--- src/hw/rtl/hbd_pkg.sv ---
// ------------------------------------------------------------------------
// hbd_pkg
// shared constants, stage payload types and bit-map helpers
// ------------------------------------------------------------------------
package hbd_pkg;

    localparam int MAX_CODE_BITS = 64;
    localparam int LEN_W         = 7;
    localparam int PC_W          = 3;
    localparam int SYN_W         = 7;
    localparam int BYTE_BITS     = 8;
    localparam int VB_W          = 4;
    localparam int CFG_DATA_W    = 7;
    localparam int CFG_IDX_W     = 1;

    localparam logic [CFG_IDX_W-1:0] REG_CODE_LENGTH  = 1'b0;
    localparam logic [CFG_IDX_W-1:0] REG_PARITY_COUNT = 1'b1;

    localparam logic [LEN_W-1:0] CODE_LENGTH_RST  = 7'd7;
    localparam logic [PC_W-1:0]  PARITY_COUNT_RST = 3'd3;

    // number of power-of-two positions not above n
    function automatic int count_pow2(int n);
        int c;
        c = 0;
        for (int p = 1; p <= n; p = p * 2)
        begin
            c++;
        end
        return c;
    endfunction

    localparam int DATA_BITS = MAX_CODE_BITS - count_pow2(MAX_CODE_BITS);
    // hold word of the byte slicer, never narrower than one byte
    localparam int HOLD_BITS = (DATA_BITS < BYTE_BITS) ? BYTE_BITS : DATA_BITS;
    localparam int NB_W      = $clog2(HOLD_BITS + 1);

    // 1-based codeword position of data bit i
    function automatic int data_pos(int i);
        int k;
        int res;
        k   = 0;
        res = 0;
        for (int p = 1; p <= MAX_CODE_BITS; p++)
        begin
            if ((p & (p - 1)) != 0)
            begin
                if (k == i)
                    res = p;
                k++;
            end
        end
        return res;
    endfunction

    // bits of the codeword whose position number has bit j set
    function automatic logic [MAX_CODE_BITS-1:0] pos_bit_mask(int j);
        logic [MAX_CODE_BITS-1:0] m;
        m = '0;
        for (int k = 0; k < MAX_CODE_BITS; k++)
        begin
            m[k] = (((k + 1) >> j) & 1) != 0;
        end
        return m;
    endfunction

    typedef struct packed {
        logic [MAX_CODE_BITS-1:0] cw;
        logic [SYN_W-1:0]         synd;
        logic [LEN_W-1:0]         len;
    } hbd_s1_t;

    typedef struct packed {
        logic [HOLD_BITS-1:0] data;
        logic [NB_W-1:0]      nbits;
        logic                 corrected;
        logic [SYN_W-1:0]     synd;
        logic                 unc;
    } hbd_s2_t;

endpackage

--- src/hw/rtl/hbd_syndrome.sv ---
// ------------------------------------------------------------------------
// hbd_syndrome
// stage one: length mask and syndrome parity trees
// ------------------------------------------------------------------------
module hbd_syndrome
    import hbd_pkg::*;
(
    input  logic                     clk,
    input  logic                     rst_n,
    input  logic [LEN_W-1:0]         code_length,
    input  logic [PC_W-1:0]          parity_count,
    input  logic                     in_valid,
    output logic                     in_ready,
    input  logic [MAX_CODE_BITS-1:0] in_cw,
    output logic                     out_valid,
    input  logic                     out_ready,
    output hbd_s1_t                  out_data
);

    logic                     s1_valid_reg;
    hbd_s1_t                  s1_reg;
    hbd_s1_t                  s1_next;
    logic [LEN_W-1:0]         len;
    logic [MAX_CODE_BITS-1:0] len_mask;
    logic [SYN_W-1:0]         synd_raw;
    logic [SYN_W-1:0]         synd_mask;

    always_comb
    begin
        len = (code_length > LEN_W'(MAX_CODE_BITS)) ? LEN_W'(MAX_CODE_BITS) : code_length;
        for (int k = 0; k < MAX_CODE_BITS; k++)
        begin
            len_mask[k] = LEN_W'(k) < len;
        end
        s1_next.cw  = in_cw & len_mask;
        s1_next.len = len;
        for (int j = 0; j < SYN_W; j++)
        begin
            synd_raw[j]  = ^(s1_next.cw & pos_bit_mask(j));
            synd_mask[j] = PC_W'(j) < parity_count;
        end
        s1_next.synd = synd_raw & synd_mask;
    end

    assign in_ready  = !s1_valid_reg || out_ready;
    assign out_valid = s1_valid_reg;
    assign out_data  = s1_reg;

    always_ff @(posedge clk or negedge rst_n)
    begin
        if (!rst_n)
            s1_valid_reg <= 1'b0;
        else if (in_ready)
            s1_valid_reg <= in_valid;
    end

    always_ff @(posedge clk)
    begin
        if (in_ready && in_valid)
            s1_reg <= s1_next;
    end

endmodule

--- src/hw/rtl/hbd_correct.sv ---
// ------------------------------------------------------------------------
// hbd_correct
// stage two: range check, single bit flip and data bit gathering
// ------------------------------------------------------------------------
module hbd_correct
    import hbd_pkg::*;
(
    input  logic    clk,
    input  logic    rst_n,
    input  logic    in_valid,
    output logic    in_ready,
    input  hbd_s1_t in_data,
    output logic    out_valid,
    input  logic    out_ready,
    output hbd_s2_t out_data
);

    logic                     s2_valid_reg;
    hbd_s2_t                  s2_reg;
    hbd_s2_t                  s2_next;
    logic                     unc;
    logic [MAX_CODE_BITS-1:0] flip;
    logic [MAX_CODE_BITS-1:0] cw_fixed;
    logic [DATA_BITS-1:0]     data_raw;
    logic [LEN_W-1:0]         npow;

    genvar gi;
    generate
        for (gi = 0; gi < DATA_BITS; gi++)
        begin : g_gather
            localparam int P = data_pos(gi);
            assign data_raw[gi] = cw_fixed[P-1];
        end
    endgenerate

    always_comb
    begin
        unc = in_data.synd > in_data.len;
        for (int k = 0; k < MAX_CODE_BITS; k++)
        begin
            flip[k] = !unc && (in_data.synd == SYN_W'(k + 1));
        end
        cw_fixed = in_data.cw ^ flip;
        npow     = '0;
        for (int j = 0; j < SYN_W; j++)
        begin
            if (in_data.len >= LEN_W'(1 << j))
                npow = npow + LEN_W'(1);
        end
        s2_next.unc       = unc;
        s2_next.synd      = in_data.synd;
        s2_next.corrected = !unc && (in_data.synd != '0);
        s2_next.data      = unc ? '0 : HOLD_BITS'(data_raw);
        s2_next.nbits     = unc ? '0 : NB_W'(in_data.len - npow);
    end

    assign in_ready  = !s2_valid_reg || out_ready;
    assign out_valid = s2_valid_reg;
    assign out_data  = s2_reg;

    always_ff @(posedge clk or negedge rst_n)
    begin
        if (!rst_n)
            s2_valid_reg <= 1'b0;
        else if (in_ready)
            s2_valid_reg <= in_valid;
    end

    always_ff @(posedge clk)
    begin
        if (in_ready && in_valid)
            s2_reg <= s2_next;
    end

endmodule

--- src/hw/rtl/hbd_serialiser.sv ---
// ------------------------------------------------------------------------
// hbd_serialiser
// stage three: byte slicer with output register
// ------------------------------------------------------------------------
module hbd_serialiser
    import hbd_pkg::*;
(
    input  logic             clk,
    input  logic             rst_n,
    input  logic             in_valid,
    output logic             in_ready,
    input  hbd_s2_t          in_data,
    output logic             out_valid,
    input  logic             out_ready,
    output logic [7:0]       out_byte,
    output logic [VB_W-1:0]  out_vb,
    output logic             out_corr,
    output logic [SYN_W-1:0] out_pos,
    output logic             out_unc,
    output logic             out_last
);

    logic             sr_valid_reg;
    hbd_s2_t          sr_reg;
    logic             out_valid_reg;
    logic [7:0]       out_byte_reg;
    logic [VB_W-1:0]  out_vb_reg;
    logic             out_corr_reg;
    logic [SYN_W-1:0] out_pos_reg;
    logic             out_unc_reg;
    logic             out_last_reg;
    logic             out_free;
    logic             sr_fire;
    logic             sr_last;
    logic [VB_W-1:0]  sr_vb;

    assign out_free = !out_valid_reg || out_ready;
    assign sr_fire  = sr_valid_reg && out_free;
    assign sr_last  = sr_reg.nbits <= NB_W'(BYTE_BITS);
    assign sr_vb    = sr_last ? VB_W'(sr_reg.nbits) : VB_W'(BYTE_BITS);
    assign in_ready = !sr_valid_reg || (sr_fire && sr_last);

    always_ff @(posedge clk or negedge rst_n)
    begin
        if (!rst_n)
        begin
            sr_valid_reg  <= 1'b0;
            out_valid_reg <= 1'b0;
        end
        else
        begin
            if (in_ready)
                sr_valid_reg <= in_valid;
            if (out_free)
                out_valid_reg <= sr_valid_reg;
        end
    end

    // hold word: load a new item or move on to its next byte
    always_ff @(posedge clk)
    begin
        if (in_ready && in_valid)
            sr_reg <= in_data;
        else if (sr_fire && !sr_last)
        begin
            sr_reg.data  <= sr_reg.data >> BYTE_BITS;
            sr_reg.nbits <= sr_reg.nbits - NB_W'(BYTE_BITS);
        end
    end

    always_ff @(posedge clk)
    begin
        if (sr_fire)
        begin
            out_byte_reg <= sr_reg.data[7:0];
            out_vb_reg   <= sr_vb;
            out_corr_reg <= sr_reg.corrected;
            out_pos_reg  <= sr_reg.synd;
            out_unc_reg  <= sr_reg.unc;
            out_last_reg <= sr_last;
        end
    end

    assign out_valid = out_valid_reg;
    assign out_byte  = out_byte_reg;
    assign out_vb    = out_vb_reg;
    assign out_corr  = out_corr_reg;
    assign out_pos   = out_pos_reg;
    assign out_unc   = out_unc_reg;
    assign out_last  = out_last_reg;

endmodule

--- src/hw/rtl/hamming_block_decoder.sv ---
// path: a codeword passes three register stages plus the output register before its first
//   result item shows on the master side
// pacing: the byte slicer in the last stage takes a new codeword only as the last byte of
//   the one it holds moves out, so it sets the codeword rate
// reset: rst_n low clears all stage valid bits, code_length to 7, parity_count to 3
// ------------------------------------------------------------------------
// hamming_block_decoder
// single error correcting hamming decoder, codeword in, data bytes out
// ------------------------------------------------------------------------
module hamming_block_decoder
    import hbd_pkg::*;
(
    input  logic                     clk,
    input  logic                     rst_n,
    // configuration write port
    input  logic                     cfg_we,
    input  logic [CFG_IDX_W-1:0]     cfg_index,
    input  logic [CFG_DATA_W-1:0]    cfg_data,
    // codeword items
    input  logic                     s_axis_tvalid,
    output logic                     s_axis_tready,
    input  logic [MAX_CODE_BITS-1:0] s_axis_tdata,  // [63:0] codeword
    // result items
    output logic                     m_axis_tvalid,
    input  logic                     m_axis_tready,
    output logic [23:0]              m_axis_tdata,  // [7:0] data_byte, [11:8] valid_bits,
                                                    // [18:12] error_position, [23:19] zero
    output logic [1:0]               m_axis_tuser,  // [0] corrected, [1] uncorrectable
    output logic                     m_axis_tlast   // last byte of the codeword
);

    localparam int TDATA_PAD = 24 - 8 - VB_W - SYN_W;

    // configuration registers, written only while pipeline is empty: user's rule, unenforced
    logic [LEN_W-1:0] code_length_reg;
    logic [PC_W-1:0]  parity_count_reg;

    always_ff @(posedge clk or negedge rst_n)
    begin
        if (!rst_n)
        begin
            code_length_reg  <= CODE_LENGTH_RST;
            parity_count_reg <= PARITY_COUNT_RST;
        end
        else if (cfg_we)
        begin
            unique case (cfg_index)
                REG_CODE_LENGTH:  code_length_reg  <= cfg_data[LEN_W-1:0];
                REG_PARITY_COUNT: parity_count_reg <= cfg_data[PC_W-1:0];
                default:          ;
            endcase
        end
    end

    // stage links
    logic             s1_valid;
    logic             s1_ready;
    hbd_s1_t          s1_data;
    logic             s2_valid;
    logic             s2_ready;
    hbd_s2_t          s2_data;
    logic [7:0]       res_byte;
    logic [VB_W-1:0]  res_vb;
    logic             res_corr;
    logic [SYN_W-1:0] res_pos;
    logic             res_unc;

    // stage one: mask by length, syndrome from position parity trees
    hbd_syndrome u_syndrome (
        .clk          (clk),
        .rst_n        (rst_n),
        .code_length  (code_length_reg),
        .parity_count (parity_count_reg),
        .in_valid     (s_axis_tvalid),
        .in_ready     (s_axis_tready),
        .in_cw        (s_axis_tdata),
        .out_valid    (s1_valid),
        .out_ready    (s1_ready),
        .out_data     (s1_data)
    );

    // stage two: flip the named position, gather data bits in order
    hbd_correct u_correct (
        .clk       (clk),
        .rst_n     (rst_n),
        .in_valid  (s1_valid),
        .in_ready  (s1_ready),
        .in_data   (s1_data),
        .out_valid (s2_valid),
        .out_ready (s2_ready),
        .out_data  (s2_data)
    );

    // stage three: one byte per cycle into the output register whenever that register is free
    hbd_serialiser u_serialiser (
        .clk       (clk),
        .rst_n     (rst_n),
        .in_valid  (s2_valid),
        .in_ready  (s2_ready),
        .in_data   (s2_data),
        .out_valid (m_axis_tvalid),
        .out_ready (m_axis_tready),
        .out_byte  (res_byte),
        .out_vb    (res_vb),
        .out_corr  (res_corr),
        .out_pos   (res_pos),
        .out_unc   (res_unc),
        .out_last  (m_axis_tlast)
    );

    assign m_axis_tdata = {{TDATA_PAD{1'b0}}, res_pos, res_vb, res_byte};
    assign m_axis_tuser = {res_unc, res_corr};

endmodule

--- config.mk ---
export PLATFORM = sky130hd
export DESIGN_NAME = hamming_block_decoder
export DESIGN_NICKNAME = d
export VERILOG_FILES = /design/src/hw/rtl/hbd_pkg.sv /design/src/hw/rtl/hbd_syndrome.sv /design/src/hw/rtl/hbd_correct.sv /design/src/hw/rtl/hbd_serialiser.sv /design/src/hw/rtl/hamming_block_decoder.sv
export SDC_FILE = /design/constraint.sdc
export NUM_CORES = 1
export LEC_CHECK = 0
export BUFFER_PORTS_ARGS = -buffer_cell sky130_fd_sc_hd__buf_4
export CAP_MARGIN = 20
export CORE_MARGIN = 2
export CORE_UTILIZATION = 65
export DETAILED_ROUTE_END_ITERATION = 10
export GPL_TIMING_DRIVEN = 0
export HOLD_SLACK_MARGIN = 0.06
export PLACE_DENSITY = 0.93
export RECOVER_POWER = 50
export SLEW_MARGIN = 5
export SYNTH_ARGS = -nofsm -noshare
export SYNTH_HDL_FRONTEND = slang
export SYNTH_SLANG_ARGS = --single-unit
--- constraint.sdc ---
create_clock -name clk -period 11.6 [get_ports clk]
set_input_delay 1.74 -clock clk [delete_from_list [all_inputs] [get_ports clk]]
set_output_delay 1.74 -clock clk [all_outputs]
set_load 0.05 [all_outputs]
=== Word-level counts from Yosys, hierarchy flattened ===
Index checks and enable logic that the tools add are counted.

* Register bits after elaboration: 257
* ROM bits: 0
* Bits in latches: 0
* Memories: 0
* Bits of input ports: 77
* Memory bits (writable): 0

* Shifts and indexed selects: 0
* Add/subtract/negate cells: 8
* Multiply operators: 0
* Magnitude comparators: 81
* Multiplexer cells: 10
* Reductions and logical operators: 91
* Div/mod/pow operators: 0
* Bitwise gates (word level): 4
* Eq/ne operators: 63

{| class="wikitable"
|+ Operators by type and width
! operator !! number
|-
| parity 64 bit || 7
|-
| equality test 7 x 6 -> 1 bit, second input constant || 32
|-
| less-than comparator 6 x 7 -> 1 bit, first input constant || 32
|-
| two-way mux 63 bit || 2
|-
| equality test 7 x 5 -> 1 bit, second input constant || 16
|-
| less-than comparator 5 x 7 -> 1 bit, first input constant || 16
|-
| logical AND 1 bit || 70
|-
| AND 64 bit || 1
|-
| bitwise XOR 63 bit || 1
|-
| equality test 7 x 4 -> 1 bit, second input constant || 8
|-
| less-than comparator 4 x 7 -> 1 bit, first input constant || 8
|-
| two-way mux 6 bit || 5
|-
| equality test 7 x 3 -> 1 bit, second input constant || 4
|-
| less-than comparator 3 x 7 -> 1 bit, first input constant || 4
|-
| adder 6 x 1 -> 6 bit, second input constant || 4
|-
| equality test 7 x 2 -> 1 bit, second input constant || 2
|-
| less-than comparator 1 x 7 -> 1 bit, first input constant || 2
|-
| less-than comparator 2 x 7 -> 1 bit, first input constant || 2
|-
| less-than comparator 3 bit, first input constant || 3
|-
| AND 7 bit || 1
|-
| equality test 7 x 1 -> 1 bit, second input constant || 1
|-
| greater-or-equal comparator 7 x 1 -> 1 bit, second input constant || 1
|-
| greater-or-equal comparator 7 x 2 -> 1 bit, second input constant || 1
|-
| greater-or-equal comparator 7 x 3 -> 1 bit, second input constant || 1
|-
| 22 further kinds || 33
|}

=== Longest topological paths before layout ===
* Word-level depth: 15
* Mapped depth: 26
* Depth with buffers taken out: 26

=== By module ===
Synthesis repeated with hierarchy kept, for this count alone.

* Cell total of the unflattened synthesis: 1176
* Area total of the unflattened synthesis: 14325.0 µm²

{| class="wikitable"
|+ Modules (own cells, without submodules)
! module !! instances !! cells each !! area an instance (µm²) !! sequential area each (µm²)
|-
| hbd_syndrome || 1 || 542 || 5686.7 || 2367.3
|-
| hbd_correct || 1 || 411 || 4197.8 || 2187.1
|-
| hbd_serialiser || 1 || 192 || 3960.0 || 2872.8
|-
| hamming_block_decoder || 1 || 31 || 480.5 || 256.5
|}

=== Worst setup path after synthesis ===
No wires, ideal clock.

* Path type: input to register
* Start point: input port m_axis_tready
* End point: register u_serialiser.sr_reg[12] in the netlist's numbering (enable)
* Path slack: 4.867 ns
* Stages on the path: 3
* Data arrival time: 6.173 ns
* Path through: nand2b_1 nand2_1 o21ai_0

* Cells in the longest elaborated chain, start to end: 6
* Elaborated cells between the ends (all ways): 7

{| class="wikitable"
|+ Ends and longest elaborated chain
! what !! line !! source
|-
| from (decl) || hamming_block_decoder.sv:25 || <nowiki>input logic m_axis_tready,</nowiki>
|-
| logical OR 1 bit (*) || hbd_serialiser.sv:37 || <nowiki>assign out_free = !out_valid_reg || out_ready;</nowiki>
|-
| logical AND 1 bit (*) || hbd_serialiser.sv:38 || <nowiki>assign sr_fire = sr_valid_reg && out_free;</nowiki>
|-
| logical AND 1 bit || hbd_serialiser.sv:41 || <nowiki>assign in_ready = !sr_valid_reg || (sr_fire && sr_last);</nowiki>
|-
| logical OR 1 bit || hbd_serialiser.sv:41 ||
|-
| logical AND 1 bit || hbd_serialiser.sv:62 || <nowiki>if (in_ready && in_valid)</nowiki>
|-
| nonzero test 2 bit (no source line) (*) || n/a ||
|-
| to (signal assigned) || hbd_serialiser.sv:63 || <nowiki>sr_reg <= in_data;</nowiki>
|-
| to (decl) || hbd_serialiser.sv:24 || <nowiki>hbd_s2_t sr_reg;</nowiki>
|}

Mark *: on every way between the ends. The rest lies on a longest branch, timed or not.
A chain may end at the register's enable or synchronous reset.

=== Worst setup path in the final report ===
* Start point: register u_syndrome.s1_reg (netlist bit u_syndrome.out_data[5])
* End point: register u_correct.s2_reg (netlist bit u_correct.out_data[14]) (data pin)

* Cells in the longest elaborated chain, start to end: 15
* Elaborated cells between the ends (all ways): 22

{| class="wikitable"
|+ Ends and longest elaborated chain
! what !! line !! source
|-
| from (decl) || hbd_syndrome.sv:21 || <nowiki>hbd_s1_t s1_reg;</nowiki>
|-
| from (signal assigned) || hbd_syndrome.sv:60 || <nowiki>s1_reg <= s1_next;</nowiki>
|-
| greater-or-equal comparator 7 x 1 -> 1 bit || hbd_correct.sv:47 || <nowiki>if (in_data.len >= LEN_W'(1 << j))</nowiki>
|-
| two-way mux 1 bit || hbd_correct.sv:47 ||
|-
| adder 1 x 1 -> 2 bit || hbd_correct.sv:48 || <nowiki>npow = npow + LEN_W'(1);</nowiki>
|-
| two-way mux 2 bit || hbd_correct.sv:47 ||
|-
| adder 2 x 1 -> 3 bit || hbd_correct.sv:48 ||
|-
| two-way mux 6 bit || hbd_correct.sv:47 ||
|-
| adder 6 x 1 -> 6 bit || hbd_correct.sv:48 ||
|-
| two-way mux 6 bit || hbd_correct.sv:47 ||
|-
| adder 6 x 1 -> 6 bit || hbd_correct.sv:48 ||
|-
| two-way mux 6 bit || hbd_correct.sv:47 ||
|-
| adder 6 x 1 -> 6 bit || hbd_correct.sv:48 ||
|-
| two-way mux 6 bit || hbd_correct.sv:47 ||
|-
| adder 6 x 1 -> 6 bit || hbd_correct.sv:48 ||
|-
| two-way mux 6 bit || hbd_correct.sv:47 ||
|-
| subtractor 6 bit || hbd_correct.sv:54 || <nowiki>s2_next.nbits = unc ? '0 : NB_W'(in_data.len - npow);</nowiki>
|-
| to (signal assigned) || hbd_correct.sv:72 || <nowiki>s2_reg <= s2_next;</nowiki>
|-
| to (decl) || hbd_correct.sv:19 || <nowiki>hbd_s2_t s2_reg;</nowiki>
|}

Parallel ways exist; a longest one is shown, timed or not.

==> reports/metrics.cfg <==
[global_routing]
grt_max_degree = 73
grt_pass1_vias = 10000
gr-total-overflow = 0
grt.met1_usage_pct = 44.5
grt-busiest-layer = met2
antenna_found_initial = 0
grt_use_total_pct = 34.2
met2_usage_pct = 59.2
met3_usage_pct = 4.54
grt_pass1_wl_um = 56400

[logic_synthesis]
yosysWarnings = 0
synthArstFlopShare_pct = 5.58
synth-main-ff-cell = edfxtp_1
synth_edf_count = 237
yosysSeqAreaShare_pct = 55.5
yosysMostFrequentCell = nand2_1
syn_area_per_cell_um2 = 10.6
yosysTopAreaCellShare_pct = 52.8
yosys-top-cells-area = edfxtp_1 (53%), nand2_1 (6.7%), xnor2_1 (4.5%)
synth_top_area_cell = edfxtp_1
mappedNetlistArea_mm2 = 0.0135
ys_ff_latch = 251
synth_cell_types = 75
synthCells = 1273
synth_commonest_cells = nand2_1 (240), edfxtp_1 (237), nor2_1 (145)

[pwr]
total_power_uw = 3280
vdd.ir_drop.worst_v = 0.000116
p_leak_uw = 0.00581
power_density_mw_per_mm2 = 214

[critical_path]
cp_data_arrival_time_ps = 6050
startpoint = u_syndrome.out_data[5]$_DFFE_PP_
end_kind = flip-flop
cp_slowest_cell = edfxtp_1
cp_num_cells = 25
crit_family = adder cells
cp-endpoint = u_correct.out_data[14]$_SDFFCE_PP0P_
path_class = reg -> reg
rr_endpoint = u_correct.out_data[14]$_SDFFCE_PP0P_
timing.rr.start = u_syndrome.out_data[5]$_DFFE_PP_
cp-start-kind = flip-flop
crit_path_max_incr_delay_ps = 510
cp.required_ps = 11850
reg2reg_slack_ps = 5800
path_buf_inv = 0
path_max_fanout = 6
cpMostUsedCell = ha_1
r2r_cells = 25

[placed_design]
dpl.hpwl_um = 27300
placement.io_buffers = 97
gp_congestion = 1.03
placed_area_mm2 = 0.0146

[detailed_routing]
vias = 10400
drtIter0Drc = 1340
post_drt_wl_per_cell_um = 22.3
drt_pre_antenna_iters = 5
drc_errors = 0
routed_wirelength_um = 37700
ant_nets = 0
via_per_inst = 6.17

[sta]
tns_ps = 0
setup_viol = 0
finalHoldViolations = 0
rsz0062_at_grt = no
period_share_pct = 50.0
max_freq_ghz = 0.172
worst_pin_slew_ps = 4520
slew_headroom_pct = -201
drv_slew = 145
finClkSkew_ps = 27.1
timing.hold.ws_ps = 416
period_needed_ps = 5800

[cts]
cts_sinks = 251
cts_tree = yes
post-cts-setup-buffers = 0
clk_pin_slew_ps = 60
htree_levels = 1
cts_root_buf = clkbuf_16
cts-resized-gates = 0
clockBufferDepth = 3
cts_buffers = 25
insertion_delay_ps = 520
hold_buffers = 0

[cells_and_area]
diodes = 0
finish.utilization_pct = 75.5
nets = 1501
drive_above_1_share_pct = 11.0
area_growth_pct = 13.7
fin_area_mm2 = 0.0153

[run_status]
violations = max-capacitance violations, max-slew violations
status = finished with violations

[die]
die_area_mm2 = 0.0219
die_h_um = 148
core_mm2 = 0.0203
die_w_um = 148
rows = 52
start_util_pct = 66.4
ios = 106

[worst_hold_path]
hp-class = reg -> reg
hold_start = u_serialiser.sr_reg[6]$_DFFE_PP_

[run]
maxCapViolations = 3

worst min path at each step:
stage          cells after the start                            endpoint
2_1_floorplan                      0  u_serialiser.out_byte[0]$_DFFE_PP_
3_3_place_gp                       0    u_serialiser.sr_reg[8]$_DFFE_PP_
3_5_place_dp                       0    u_serialiser.sr_reg[6]$_DFFE_PP_
4_1_cts                            0   u_serialiser.out_pos[2]$_DFFE_PP_
5_1_grt                            0   u_serialiser.out_pos[6]$_DFFE_PP_
6_report                           0   u_serialiser.out_pos[5]$_DFFE_PP_
through the flow:
step           instances  setup slack, ps
6_report            1692             5800
4_1_cts             1691             5860
3_5_place_dp        1646             5900
5_1_grt             1692             5390
2_1_floorplan       1277             4870
3_3_place_gp        1644             3290
layout by cell type (no fill, tap or decap), drive strengths merged, types with 4 or more instances in the layout:
cell,netlist,routed
xnor2,70,70
o211ai,9,9
xor2,63,63
ha,19,19
edfxtp,237,237
mux2i,16,16
a21boi,8,8
nor2,145,145
or3,4,4
o21a,10,10
dfstp,5,5
clkinv,2,10
a21o,7,7
nor4,5,5
nand3,17,17
clkbuf,45,113
o22ai,4,4
xnor3,11,11
dfrtp,9,9
mux2,10,10
a31oi,7,7
buf,24,90
and2,30,30
or2,11,11
and3,8,8
nor3,22,22
nand2,240,240
conb,1,5
nand2b,13,13
o21ai,73,73
nor2b,18,18
inv,28,29
a21oi,48,48
layer usage:
layer / wire length [um] / vias to the layer above
met2: 18500 / 692
li1: - / 4675
met5: 0 / -
met4: 1540 / 0
met3: 3340 / 120
met1: 14300 / 4948
report_power, final:
part	internal, uW	switching (uW)	leakage (uW)	total, uW
Combinational	384	677	0.00302	1060
Clock	467	333	0.000398	799
Sequential	1320	93.7	0.00239	1420
area by class of cell:
type                    count  area, um2
multi-input cells         927       5600
repair buffers            100        693
clock buffers              34        699
clock inverters            11        111
inverters                  30        113
fillers                  1349       4980
plain buffers              69        297
well taps                 270        338
flip-flops and latches    251       7470
cells by family (layout without fill, tap and decap cells):
family | count (synthesis) | count (layout) | share of synthesized area (%)
buffers and inverters | 99 | 244 | 3.11
other | 1 | 5 | 0.0278
flip-flops | 251 | 251 | 55.5
AO/OA/AOI/OAI | 190 | 190 | 8.50
multiplexers | 26 | 26 | 2.02
adder cells (fa/ha/maj) | 21 | 21 | 1.99
AND/OR/NAND/NOR | 540 | 540 | 18.2
XOR/XNOR | 145 | 145 | 10.7
Note: power is estimated with default switching activity, not from simulation.
